## config.mk

```make
export PLATFORM = sky130hd
export DESIGN_NAME = refcounted_image_slot_table
export DESIGN_NICKNAME = d
export VERILOG_FILES = /design/src/sv/rist_pkg.sv /design/src/sv/rist_store.sv /design/src/sv/rist_match.sv /design/src/sv/refcounted_image_slot_table.sv
export SDC_FILE = /design/constraint.sdc
export NUM_CORES = 2
export LEC_CHECK = 0
export BUFFER_PORTS_ARGS = -buffer_cell sky130_fd_sc_hd__clkbuf_2
export CAP_MARGIN = 20
export CORE_ASPECT_RATIO = 0.8
export CORE_MARGIN = 2
export CORE_UTILIZATION = 55
export DETAILED_ROUTE_END_ITERATION = 7
export PLACE_DENSITY = 0.75
export REMOVE_ABC_BUFFERS = 1
export SETUP_SLACK_MARGIN = 0.05
export SLEW_MARGIN = 20
export SYNTH_ARGS = -nofsm -noshare
export SYNTH_HDL_FRONTEND = slang
export SYNTH_HIERARCHICAL = 1
export SYNTH_SLANG_ARGS = --single-unit
```

## constraint.sdc

```tcl
create_clock -name clk -period 19.35 [get_ports clk]
set_input_delay 2.9025 -clock clk [delete_from_list [all_inputs] [get_ports clk]]
set_output_delay 2.9025 -clock clk [all_outputs]
set_load 0.03 [all_outputs]
```

## src/sv/rist_pkg.sv

```systemverilog
`timescale 1ns / 1ps

package rist_pkg;

    // operation codes carried on the slave tuser
    typedef logic [2:0] opcode_t;
    localparam opcode_t OP_ACQUIRE = 3'd0;
    localparam opcode_t OP_ADDREF  = 3'd1;
    localparam opcode_t OP_RELEASE = 3'd2;
    localparam opcode_t OP_FLUSH   = 3'd3;
    localparam opcode_t OP_PIN     = 3'd4;
    localparam opcode_t OP_CLEAR   = 3'd5;

    // result status codes carried on the master tuser
    typedef logic [1:0] status_t;
    localparam status_t ST_HIT  = 2'd0;
    localparam status_t ST_NEW  = 2'd1;
    localparam status_t ST_FULL = 2'd2;
    localparam status_t ST_DONE = 2'd3;

    // control from the sequencer to the compare unit
    typedef struct packed {
        logic start;
        logic cmp_en;
        logic pin_mode;
    } scan_ctl_t;

    // what the scan has found so far
    typedef struct packed {
        logic have_hit;
        logic have_free;
    } scan_flags_t;

endpackage

```

## src/sv/rist_store.sv

```systemverilog
`timescale 1ns / 1ps

module rist_store #(
    parameter int SLOTS      = 64,
    parameter int COUNT_BITS = 16
) (
    input  logic                     clk,
    input  logic                     wr_en,
    input  logic [$clog2(SLOTS)-1:0] wr_addr,
    input  logic [31:0]              wr_key,
    input  logic [31:0]              wr_dict,
    input  logic [COUNT_BITS-1:0]    wr_count,
    input  logic                     wr_perm,
    input  logic                     wr_comp,
    input  logic [$clog2(SLOTS)-1:0] rd_addr,
    output logic [31:0]              rd_key,
    output logic [31:0]              rd_dict,
    output logic [COUNT_BITS-1:0]    rd_count,
    output logic                     rd_perm,
    output logic                     rd_comp
);

    logic [31:0]           key_mem   [SLOTS];
    logic [31:0]           dict_mem  [SLOTS];
    logic [COUNT_BITS-1:0] count_mem [SLOTS];
    logic                  perm_mem  [SLOTS];
    logic                  comp_mem  [SLOTS];

    logic [31:0]           rd_key_reg;
    logic [31:0]           rd_dict_reg;
    logic [COUNT_BITS-1:0] rd_count_reg;
    logic                  rd_perm_reg;
    logic                  rd_comp_reg;

    // single write port, one whole slot record at a time
    always_ff @(posedge clk)
    begin
        if (wr_en)
        begin
            key_mem[wr_addr]   <= wr_key;
            dict_mem[wr_addr]  <= wr_dict;
            count_mem[wr_addr] <= wr_count;
            perm_mem[wr_addr]  <= wr_perm;
            comp_mem[wr_addr]  <= wr_comp;
        end
    end

    // registered read port
    always_ff @(posedge clk)
    begin
        rd_key_reg   <= key_mem[rd_addr];
        rd_dict_reg  <= dict_mem[rd_addr];
        rd_count_reg <= count_mem[rd_addr];
        rd_perm_reg  <= perm_mem[rd_addr];
        rd_comp_reg  <= comp_mem[rd_addr];
    end

    assign rd_key   = rd_key_reg;
    assign rd_dict  = rd_dict_reg;
    assign rd_count = rd_count_reg;
    assign rd_perm  = rd_perm_reg;
    assign rd_comp  = rd_comp_reg;

endmodule

```

## src/sv/rist_match.sv

```systemverilog
`timescale 1ns / 1ps

module rist_match #(
    parameter int SLOTS      = 64,
    parameter int COUNT_BITS = 16
) (
    input  logic                         clk,
    input  logic                         rst_n,
    input  rist_pkg::scan_ctl_t          ctl,
    input  logic [$clog2(SLOTS)-1:0]     idx,
    input  logic [31:0]                  lookup_key,
    input  logic [31:0]                  slot_key,
    input  logic [COUNT_BITS-1:0]        slot_count,
    input  logic                         slot_perm,
    output rist_pkg::scan_flags_t        flags,
    output logic [$clog2(SLOTS)-1:0]     hit_idx,
    output logic [$clog2(SLOTS)-1:0]     free_idx
);

    import rist_pkg::*;

    localparam int IW = $clog2(SLOTS);

    logic          have_hit_reg, have_hit_next;
    logic          have_free_reg, have_free_next;
    logic [IW-1:0] hit_idx_reg, hit_idx_next;
    logic [IW-1:0] free_idx_reg, free_idx_next;
    logic          slot_free;
    logic          key_eq;
    logic          slot_match;

    // one slot compared per cycle
    always_comb
    begin
        slot_free  = !slot_perm && (slot_count == '0);
        key_eq     = (slot_key == lookup_key);
        slot_match = key_eq && (ctl.pin_mode ? slot_perm : !slot_free);
    end

    // keep the lowest hit and the lowest free slot seen
    always_comb
    begin
        have_hit_next  = have_hit_reg;
        have_free_next = have_free_reg;
        hit_idx_next   = hit_idx_reg;
        free_idx_next  = free_idx_reg;
        if (ctl.start)
        begin
            have_hit_next  = 1'b0;
            have_free_next = 1'b0;
        end
        else if (ctl.cmp_en)
        begin
            if (!have_free_reg && slot_free)
            begin
                have_free_next = 1'b1;
                free_idx_next  = idx;
            end
            if (!have_hit_reg && slot_match)
            begin
                have_hit_next = 1'b1;
                hit_idx_next  = idx;
            end
        end
    end

    always_ff @(posedge clk or negedge rst_n)
    begin
        if (!rst_n)
        begin
            have_hit_reg  <= 1'b0;
            have_free_reg <= 1'b0;
        end
        else
        begin
            have_hit_reg  <= have_hit_next;
            have_free_reg <= have_free_next;
        end
    end

    always_ff @(posedge clk)
    begin
        hit_idx_reg  <= hit_idx_next;
        free_idx_reg <= free_idx_next;
    end

    assign flags.have_hit  = have_hit_reg;
    assign flags.have_free = have_free_reg;
    assign hit_idx         = hit_idx_reg;
    assign free_idx        = free_idx_reg;

endmodule

```

## src/sv/refcounted_image_slot_table.sv

```systemverilog
`timescale 1ns / 1ps
// channel  | direction | handshake        | payload
// s_       | in        | s_tvalid/tready  | s_tuser opcode, s_tdata key, dict, held, comp
// m_       | out       | m_tvalid/tready  | m_tuser status, m_tdata slot_index
//
// one item at a time; acquire and permanent insert scan every slot through one
// comparator on the single read port; acquire then updates up to 2 slots (read
// and write back each) before any fill; flush and clear pass over every slot, add
// reference and release update the held slot only if valid, spare opcodes only answer
// after reset a clearing pass writes all SLOTS entries before s_tready rises
// a new transaction is taken while the previous result waits on m_; the block
// then holds its finished result until m_tready frees the output register

module refcounted_image_slot_table #(
    parameter int SLOTS      = 64,
    parameter int COUNT_BITS = 16
) (
    input  logic        clk,
    input  logic        rst_n,
    input  logic        s_tvalid,
    output logic        s_tready,
    input  logic [2:0]  s_tuser,   // opcode
    input  logic [71:0] s_tdata,   // image_key, dictionary_handle, held_valid,
                                   // held_slot, is_compressed
    output logic        m_tvalid,
    input  logic        m_tready,
    output logic [1:0]  m_tuser,   // status
    output logic [7:0]  m_tdata    // slot_index, zero pad
);

    import rist_pkg::*;

    localparam int IW = $clog2(SLOTS);
    localparam int CW = $clog2(SLOTS + 1);

    localparam logic [3:0] S_IDLE   = 4'd0;
    localparam logic [3:0] S_CLR    = 4'd1;
    localparam logic [3:0] S_SCAN   = 4'd2;
    localparam logic [3:0] S_DECIDE = 4'd3;
    localparam logic [3:0] S_RMW_RD = 4'd4;
    localparam logic [3:0] S_RMW_WR = 4'd5;
    localparam logic [3:0] S_FILL   = 4'd6;
    localparam logic [3:0] S_FLUSH  = 4'd7;
    localparam logic [3:0] S_DONE   = 4'd8;

    localparam logic [1:0] F_NONE = 2'd0;
    localparam logic [1:0] F_UP   = 2'd1;
    localparam logic [1:0] F_FILL = 2'd2;

    localparam logic [COUNT_BITS-1:0] COUNT_MAX = '1;

    // input fields
    logic [31:0] in_key;
    logic [31:0] in_dict;
    logic        in_held_valid;
    logic [5:0]  in_held;
    logic        in_comp;
    logic        in_held_ok;
    opcode_t     in_op;

    assign in_op         = s_tuser;
    assign in_key        = s_tdata[31:0];
    assign in_dict       = s_tdata[63:32];
    assign in_held_valid = s_tdata[64];
    assign in_held       = s_tdata[70:65];
    assign in_comp       = s_tdata[71];
    assign in_held_ok    = in_held_valid && (32'(in_held) < 32'(SLOTS));

    logic [3:0]    state_reg, state_next;
    logic [CW-1:0] cnt_reg, cnt_next;
    logic          pend_reg, pend_next;
    opcode_t       op_reg, op_next;
    logic [31:0]   key_reg, key_next;
    logic [31:0]   dict_reg, dict_next;
    logic          comp_reg, comp_next;
    logic          held_ok_reg, held_ok_next;
    logic [IW-1:0] held_reg, held_next;
    logic [IW-1:0] upd_slot_reg, upd_slot_next;
    logic          upd_up_reg, upd_up_next;
    logic [1:0]    follow_reg, follow_next;
    logic [IW-1:0] res_idx_reg, res_idx_next;
    status_t       res_status_reg, res_status_next;
    logic          m_tvalid_reg, m_tvalid_next;
    logic [5:0]    m_idx_reg, m_idx_next;
    status_t       m_status_reg, m_status_next;

    // store ports
    logic                  wr_en;
    logic [IW-1:0]         wr_addr;
    logic [31:0]           wr_key;
    logic [31:0]           wr_dict;
    logic [COUNT_BITS-1:0] wr_count;
    logic                  wr_perm;
    logic                  wr_comp;
    logic [IW-1:0]         rd_addr;
    logic [31:0]           rd_key;
    logic [31:0]           rd_dict;
    logic [COUNT_BITS-1:0] rd_count;
    logic                  rd_perm;
    logic                  rd_comp;

    scan_ctl_t     sctl;
    scan_flags_t   sflags;
    logic [IW-1:0] hit_idx;
    logic [IW-1:0] free_idx;
    logic [IW-1:0] prev_idx;
    logic          accept;

    assign s_tready = (state_reg == S_IDLE);
    assign accept   = s_tvalid && s_tready;
    assign prev_idx = IW'(cnt_reg - CW'(1));

    rist_store #(
        .SLOTS      (SLOTS),
        .COUNT_BITS (COUNT_BITS)
    ) u_store (
        .clk      (clk),
        .wr_en    (wr_en),
        .wr_addr  (wr_addr),
        .wr_key   (wr_key),
        .wr_dict  (wr_dict),
        .wr_count (wr_count),
        .wr_perm  (wr_perm),
        .wr_comp  (wr_comp),
        .rd_addr  (rd_addr),
        .rd_key   (rd_key),
        .rd_dict  (rd_dict),
        .rd_count (rd_count),
        .rd_perm  (rd_perm),
        .rd_comp  (rd_comp)
    );

    rist_match #(
        .SLOTS      (SLOTS),
        .COUNT_BITS (COUNT_BITS)
    ) u_match (
        .clk        (clk),
        .rst_n      (rst_n),
        .ctl        (sctl),
        .idx        (prev_idx),
        .lookup_key (key_reg),
        .slot_key   (rd_key),
        .slot_count (rd_count),
        .slot_perm  (rd_perm),
        .flags      (sflags),
        .hit_idx    (hit_idx),
        .free_idx   (free_idx)
    );

    // sequencer
    always_comb
    begin
        state_next      = state_reg;
        cnt_next        = cnt_reg;
        pend_next       = pend_reg;
        op_next         = op_reg;
        key_next        = key_reg;
        dict_next       = dict_reg;
        comp_next       = comp_reg;
        held_ok_next    = held_ok_reg;
        held_next       = held_reg;
        upd_slot_next   = upd_slot_reg;
        upd_up_next     = upd_up_reg;
        follow_next     = follow_reg;
        res_idx_next    = res_idx_reg;
        res_status_next = res_status_reg;
        m_tvalid_next   = m_tvalid_reg && !m_tready;
        m_idx_next      = m_idx_reg;
        m_status_next   = m_status_reg;

        wr_en    = 1'b0;
        wr_addr  = '0;
        wr_key   = '0;
        wr_dict  = '0;
        wr_count = '0;
        wr_perm  = 1'b0;
        wr_comp  = 1'b0;
        rd_addr  = '0;

        sctl.start    = accept;
        sctl.cmp_en   = 1'b0;
        sctl.pin_mode = (op_reg == OP_PIN);

        case (state_reg)
            S_IDLE:
            begin
                if (accept)
                begin
                    pend_next       = 1'b1;
                    op_next         = in_op;
                    key_next        = in_key;
                    dict_next       = in_dict;
                    comp_next       = in_comp;
                    held_ok_next    = in_held_ok;
                    held_next       = IW'(in_held);
                    res_idx_next    = '0;
                    res_status_next = ST_DONE;
                    cnt_next        = '0;
                    upd_slot_next   = IW'(in_held);
                    upd_up_next     = (in_op == OP_ADDREF);
                    follow_next     = F_NONE;
                    case (in_op)
                        OP_ACQUIRE, OP_PIN:
                            state_next = S_SCAN;
                        OP_ADDREF, OP_RELEASE:
                            state_next = in_held_ok ? S_RMW_RD : S_DONE;
                        OP_FLUSH:
                            state_next = S_FLUSH;
                        OP_CLEAR:
                            state_next = S_CLR;
                        default:
                            state_next = S_DONE;
                    endcase
                end
            end

            // clearing pass, one slot per cycle
            S_CLR:
            begin
                wr_en    = 1'b1;
                wr_addr  = cnt_reg[IW-1:0];
                cnt_next = cnt_reg + CW'(1);
                if (cnt_reg == CW'(SLOTS - 1))
                begin
                    state_next = pend_reg ? S_DONE : S_IDLE;
                end
            end

            // read slot cnt, compare slot cnt-1
            S_SCAN:
            begin
                rd_addr     = cnt_reg[IW-1:0];
                sctl.cmp_en = (cnt_reg != '0);
                cnt_next    = cnt_reg + CW'(1);
                if (cnt_reg == CW'(SLOTS))
                begin
                    state_next = S_DECIDE;
                end
            end

            S_DECIDE:
            begin
                if (sflags.have_hit)
                begin
                    res_idx_next    = hit_idx;
                    res_status_next = ST_HIT;
                    if (op_reg == OP_ACQUIRE && !(held_ok_reg && held_reg == hit_idx))
                    begin
                        state_next = S_RMW_RD;
                        if (held_ok_reg)
                        begin
                            upd_slot_next = held_reg;
                            upd_up_next   = 1'b0;
                            follow_next   = F_UP;
                        end
                        else
                        begin
                            upd_slot_next = hit_idx;
                            upd_up_next   = 1'b1;
                            follow_next   = F_NONE;
                        end
                    end
                    else
                    begin
                        state_next = S_DONE;
                    end
                end
                else if (!sflags.have_free)
                begin
                    res_idx_next    = '0;
                    res_status_next = ST_FULL;
                    state_next      = S_DONE;
                end
                else
                begin
                    res_idx_next    = free_idx;
                    res_status_next = ST_NEW;
                    if (op_reg == OP_ACQUIRE && held_ok_reg)
                    begin
                        upd_slot_next = held_reg;
                        upd_up_next   = 1'b0;
                        follow_next   = F_FILL;
                        state_next    = S_RMW_RD;
                    end
                    else
                    begin
                        state_next = S_FILL;
                    end
                end
            end

            S_RMW_RD:
            begin
                rd_addr    = upd_slot_reg;
                state_next = S_RMW_WR;
            end

            // count up or down with saturation, free at zero; permanent slots keep their count
            S_RMW_WR:
            begin
                wr_en    = 1'b1;
                wr_addr  = upd_slot_reg;
                wr_key   = rd_key;
                wr_dict  = rd_dict;
                wr_count = rd_count;
                wr_perm  = rd_perm;
                wr_comp  = rd_comp;
                if (!rd_perm)
                begin
                    if (upd_up_reg)
                    begin
                        if (rd_count != COUNT_MAX)
                        begin
                            wr_count = rd_count + COUNT_BITS'(1);
                        end
                    end
                    else if (rd_count != '0)
                    begin
                        wr_count = rd_count - COUNT_BITS'(1);
                        if (rd_count == COUNT_BITS'(1))
                        begin
                            wr_key  = '0;
                            wr_comp = 1'b0;
                        end
                    end
                end
                case (follow_reg)
                    F_UP:
                    begin
                        upd_slot_next = hit_idx;
                        upd_up_next   = 1'b1;
                        follow_next   = F_NONE;
                        state_next    = S_RMW_RD;
                    end
                    F_FILL:
                        state_next = S_FILL;
                    default:
                        state_next = S_DONE;
                endcase
            end

            // fill the free slot found by the scan
            S_FILL:
            begin
                wr_en   = 1'b1;
                wr_addr = free_idx;
                wr_key  = key_reg;
                wr_dict = dict_reg;
                if (op_reg == OP_ACQUIRE)
                begin
                    wr_count = COUNT_BITS'(1);
                    wr_perm  = 1'b0;
                    wr_comp  = comp_reg;
                end
                else
                begin
                    wr_count = '0;
                    wr_perm  = 1'b1;
                    wr_comp  = 1'b0;
                end
                state_next = S_DONE;
            end

            // read slot cnt, free slot cnt-1 unless permanent
            S_FLUSH:
            begin
                rd_addr  = cnt_reg[IW-1:0];
                wr_en    = (cnt_reg != '0) && !rd_perm;
                wr_addr  = prev_idx;
                wr_dict  = rd_dict;
                cnt_next = cnt_reg + CW'(1);
                if (cnt_reg == CW'(SLOTS))
                begin
                    state_next = S_DONE;
                end
            end

            // hand the result to the output register once it is free
            S_DONE:
            begin
                if (!m_tvalid_reg || m_tready)
                begin
                    m_tvalid_next = 1'b1;
                    m_idx_next    = 6'(res_idx_reg);
                    m_status_next = res_status_reg;
                    pend_next     = 1'b0;
                    state_next    = S_IDLE;
                end
            end

            default:
                state_next = S_IDLE;
        endcase
    end

    always_ff @(posedge clk or negedge rst_n)
    begin
        if (!rst_n)
        begin
            state_reg    <= S_CLR;
            cnt_reg      <= '0;
            pend_reg     <= 1'b0;
            m_tvalid_reg <= 1'b0;
            follow_reg   <= F_NONE;
        end
        else
        begin
            state_reg    <= state_next;
            cnt_reg      <= cnt_next;
            pend_reg     <= pend_next;
            m_tvalid_reg <= m_tvalid_next;
            follow_reg   <= follow_next;
        end
    end

    always_ff @(posedge clk)
    begin
        op_reg         <= op_next;
        key_reg        <= key_next;
        dict_reg       <= dict_next;
        comp_reg       <= comp_next;
        held_ok_reg    <= held_ok_next;
        held_reg       <= held_next;
        upd_slot_reg   <= upd_slot_next;
        upd_up_reg     <= upd_up_next;
        res_idx_reg    <= res_idx_next;
        res_status_reg <= res_status_next;
        m_idx_reg      <= m_idx_next;
        m_status_reg   <= m_status_next;
    end

    assign m_tvalid = m_tvalid_reg;
    assign m_tuser  = m_status_reg;
    assign m_tdata  = {2'b00, m_idx_reg};

    // no slot write while waiting for a transaction
    a_idle_no_write: assert property (@(posedge clk) disable iff (!rst_n)
        state_reg == S_IDLE |-> !wr_en)
        else $error("slot write while idle");

    // a fill only follows a scan that found a free slot
    a_fill_has_free: assert property (@(posedge clk) disable iff (!rst_n)
        state_reg == S_FILL |-> sflags.have_free)
        else $error("fill without a free slot");

    // a full table reports slot zero
    a_full_zero_idx: assert property (@(posedge clk) disable iff (!rst_n)
        m_tvalid && m_tuser == ST_FULL |-> m_tdata == 8'd0)
        else $error("full status with nonzero slot");

    // leaving the done state loads the output and retires the item
    a_done_loads: assert property (@(posedge clk) disable iff (!rst_n)
        state_reg == S_DONE && (!m_tvalid || m_tready) |=> m_tvalid && !pend_reg)
        else $error("result not loaded on completion");

endmodule

```

==> out/metrics.cfg <==
[setup_path]
crit_type=flop to flop
cp.required_ns=20.14
slowest_delay_ns=1.15
cp-end-kind=flop
reg2reg_slack_ns=12.02
worstPathArrival_ns=8.12
crit_path_end=u_store/rd_key[13]$_DFF_P_
cp_max_fo=41
r2r_cells=12
startpoint=state_reg[2]$_DFFE_PN0P_
cp_cell_sequence=xnor2_1 -> and2_0 -> a22oi_1 -> nor2_4 -> buf_4 -> buf_4 -> buf_4 -> buf_4 -> mux4_2 -> o22ai_1 -> nor4_1 -> o22a_1
slowest_stage=nor4_1
r2r_end=u_store/rd_key[13]$_DFF_P_
cp_common_cell=buf_4
cp-start-kind=flop
r2r_start=state_reg[2]$_DFFE_PN0P_

[final_layout]
fillCellCount=14910
regMostFlops=u_store/key_mem
finish.utilization=0.6120
reg.largest.list=u_store/key_mem: 2048 flops, u_store/count_mem: 1024 flops, u_store/perm_mem: 64 flops
nets=6015
synthToLayoutAreaGrowth_pct=10.80
largest_register_ffs=2048
multi_input_area_um2=26780
drive_gt1_frac=0.2552
ff_latch_area_um2=97890
final_area_um2=139800

[clock_network]
clockBufferDepth=4
post-cts-setup-buffers=0
cts_inserted_buffers=294
clkLatencyLatePin_ns=0.86
cts_resized=0
cts-hold-fix-buffers=0
clock_sinks=3279
root_buffer=clkbuf_16
cts_tree=built
htree_levels=5
clk_pin_slew_ns=0.06

[routing]
drcViolationCount=0
drt_first_pass_iters=6
drt-total-wl_um=317200
vias=62970
routedWlPerCell_um=34.56
drt_iter0_drc=10860
postRouteAntennaNets=0
via_per_inst=6.861

[synth]
synth.yosys.warnings=6
syn_area_um2=126200
synthCells=5862
synth.avg_cell_area_um2=21.53

[status]
outcome=finished clean

[flow_run]
drv_cap=0

[global_route]
grtUsageTotal=0.2711
grt_pass1_vias=61540
antenna_found_initial=8
grt_pass1_wl_um=448500
grt_max_degree=105
grt-ovfl-total=0

[timing]
finalSetupViolations=0
tightest_slew_ns=1.305
layout_min_cycle_time_ns=7.332
rsz0062_at_grt=no
fin_setup_tns_ns=0
fin_skew_ns=0.05764
hold_violations=0
max_clock_freq_ghz=0.1364
post-route-period-util=0.3789
slew_viol_final=0
slew-limit-headroom=0.1218

[pwr]
p_clk_frac=0.310
p_int_mw=13.35
p_per_area_nw_per_um2=133.7
irDropWorstVdd_mv=0.1125
p_leak_nw=41.06
switchingPower_mw=5.345
p_sw_frac=0.2858
seqPwrFrac=0.452
p_comb_frac=0.238

[die]
start_util=0.5523
fp-row-count=157
die_x_um=539.5
core_um2=228500
die_y_um=432.4
io_pins=91
die_area_um2=233300

[hold_path]
holdCritPathClass=flop to flop

[placement]
placed_cell_area_um2=130000
dp_hpwl_um=162500
place.gp.congestion=0.8876
port_buffers=55

## metal layers
layer  GRT usage  wire length [um]  vias up
met3     0.06839             45720      650
met2      0.3992            142100     4767
met5           0                39        -
met4      0.1007             12530        6
li1            -                 -    24800
met1      0.3971            116800    32750
## cell type report
type,count,area share
diodes,1,0.00001790
clock buffers,388,0.05732
clock inverters,137,0.01002
inverters,24,0.0006443
multi-input cells,2086,0.1915
flip-flops and latches,3279,0.7001
well taps,3021,0.02704
repair buffers,242,0.01330
## cells in the final DEF, fill, tap and decap left out, types with 22 or more instances in the layout
cell type	instances
a211oi_1	81
nor4_1	60
o221ai_1	50
edfxtp_1	3213
o22a_1	40
o22ai_1	229
clkinv_1	47
clkinv_2	42
nand2_1	58
bufinv_16	27
a22oi_1	64
clkbuf_1	76
mux2i_1	80
nor2_4	72
mux4_2	748
buf_4	170
o21ai_0	26
nor2_1	75
a21oi_1	29
inv_1	22
dfxtp_1	49
nor3_1	60
a22o_4	27
clkbuf_2	55
nor2b_1	71
nand3_1	48
xor2_1	33
clkbuf_16	305
## worst min-delay path by stage
stage,start,slack (ns),depth (start not counted),endpoint
6_report,res_idx_reg[5]$_SDFFCE_PN0P_,0.43,0,m_idx_reg[5]$_DFFE_PP_
5_1_grt,res_idx_reg[5]$_SDFFCE_PN0P_,0.44,0,m_idx_reg[5]$_DFFE_PP_
4_1_cts,res_idx_reg[5]$_SDFFCE_PN0P_,0.43,0,m_idx_reg[5]$_DFFE_PP_
3_5_place_dp,res_idx_reg[5]$_SDFFCE_PN0P_,0.42,0,m_idx_reg[5]$_DFFE_PP_
3_3_place_gp,res_status_reg[0]$_SDFFCE_PN1P_,0.41,0,m_tuser[0]$_DFFE_PP_
2_1_floorplan,res_idx_reg[0]$_SDFFCE_PN0P_,0.40,0,m_idx_reg[0]$_DFFE_PP_
## worst max-delay path, delay by kind of cell (launching register included)
family	cells	cell delay, ns
flops	1	0.75
simple gates	3	2.25
mux	1	0.36
buf+inv	4	2.94
xor+xnor	1	0.25
compound gates	3	0.57
## per-stage QoR
stage | hold slack [ns] | setup slack (ns) | cells | power (mW)
3_3_place_gp | 0.4123 | 11.99 | 8643 | 12.87
5_1_grt | 0.4398 | 11.51 | 9178 | 19.23
2_1_floorplan | 0.4003 | -46.26 | 5389 | 13.39
6_report | 0.4285 | 12.02 | 9178 | 18.70
3_5_place_dp | 0.4152 | 11.89 | 8644 | 12.95
4_1_cts | 0.4269 | 11.92 | 9169 | 18.69
## power by group through the flow
stage | Sequential [mW] | Combinational (mW) | Clock, mW
floorplan | 8.52 | 4.87 | 0
global placement | 8.56 | 4.30 | 0
detailed placement | 8.58 | 4.38 | 0
CTS | 8.43 | 4.41 | 5.85
global route | 8.46 | 4.67 | 6.11
finish | 8.44 | 4.46 | 5.80
(Power assumes the default switching activity.)
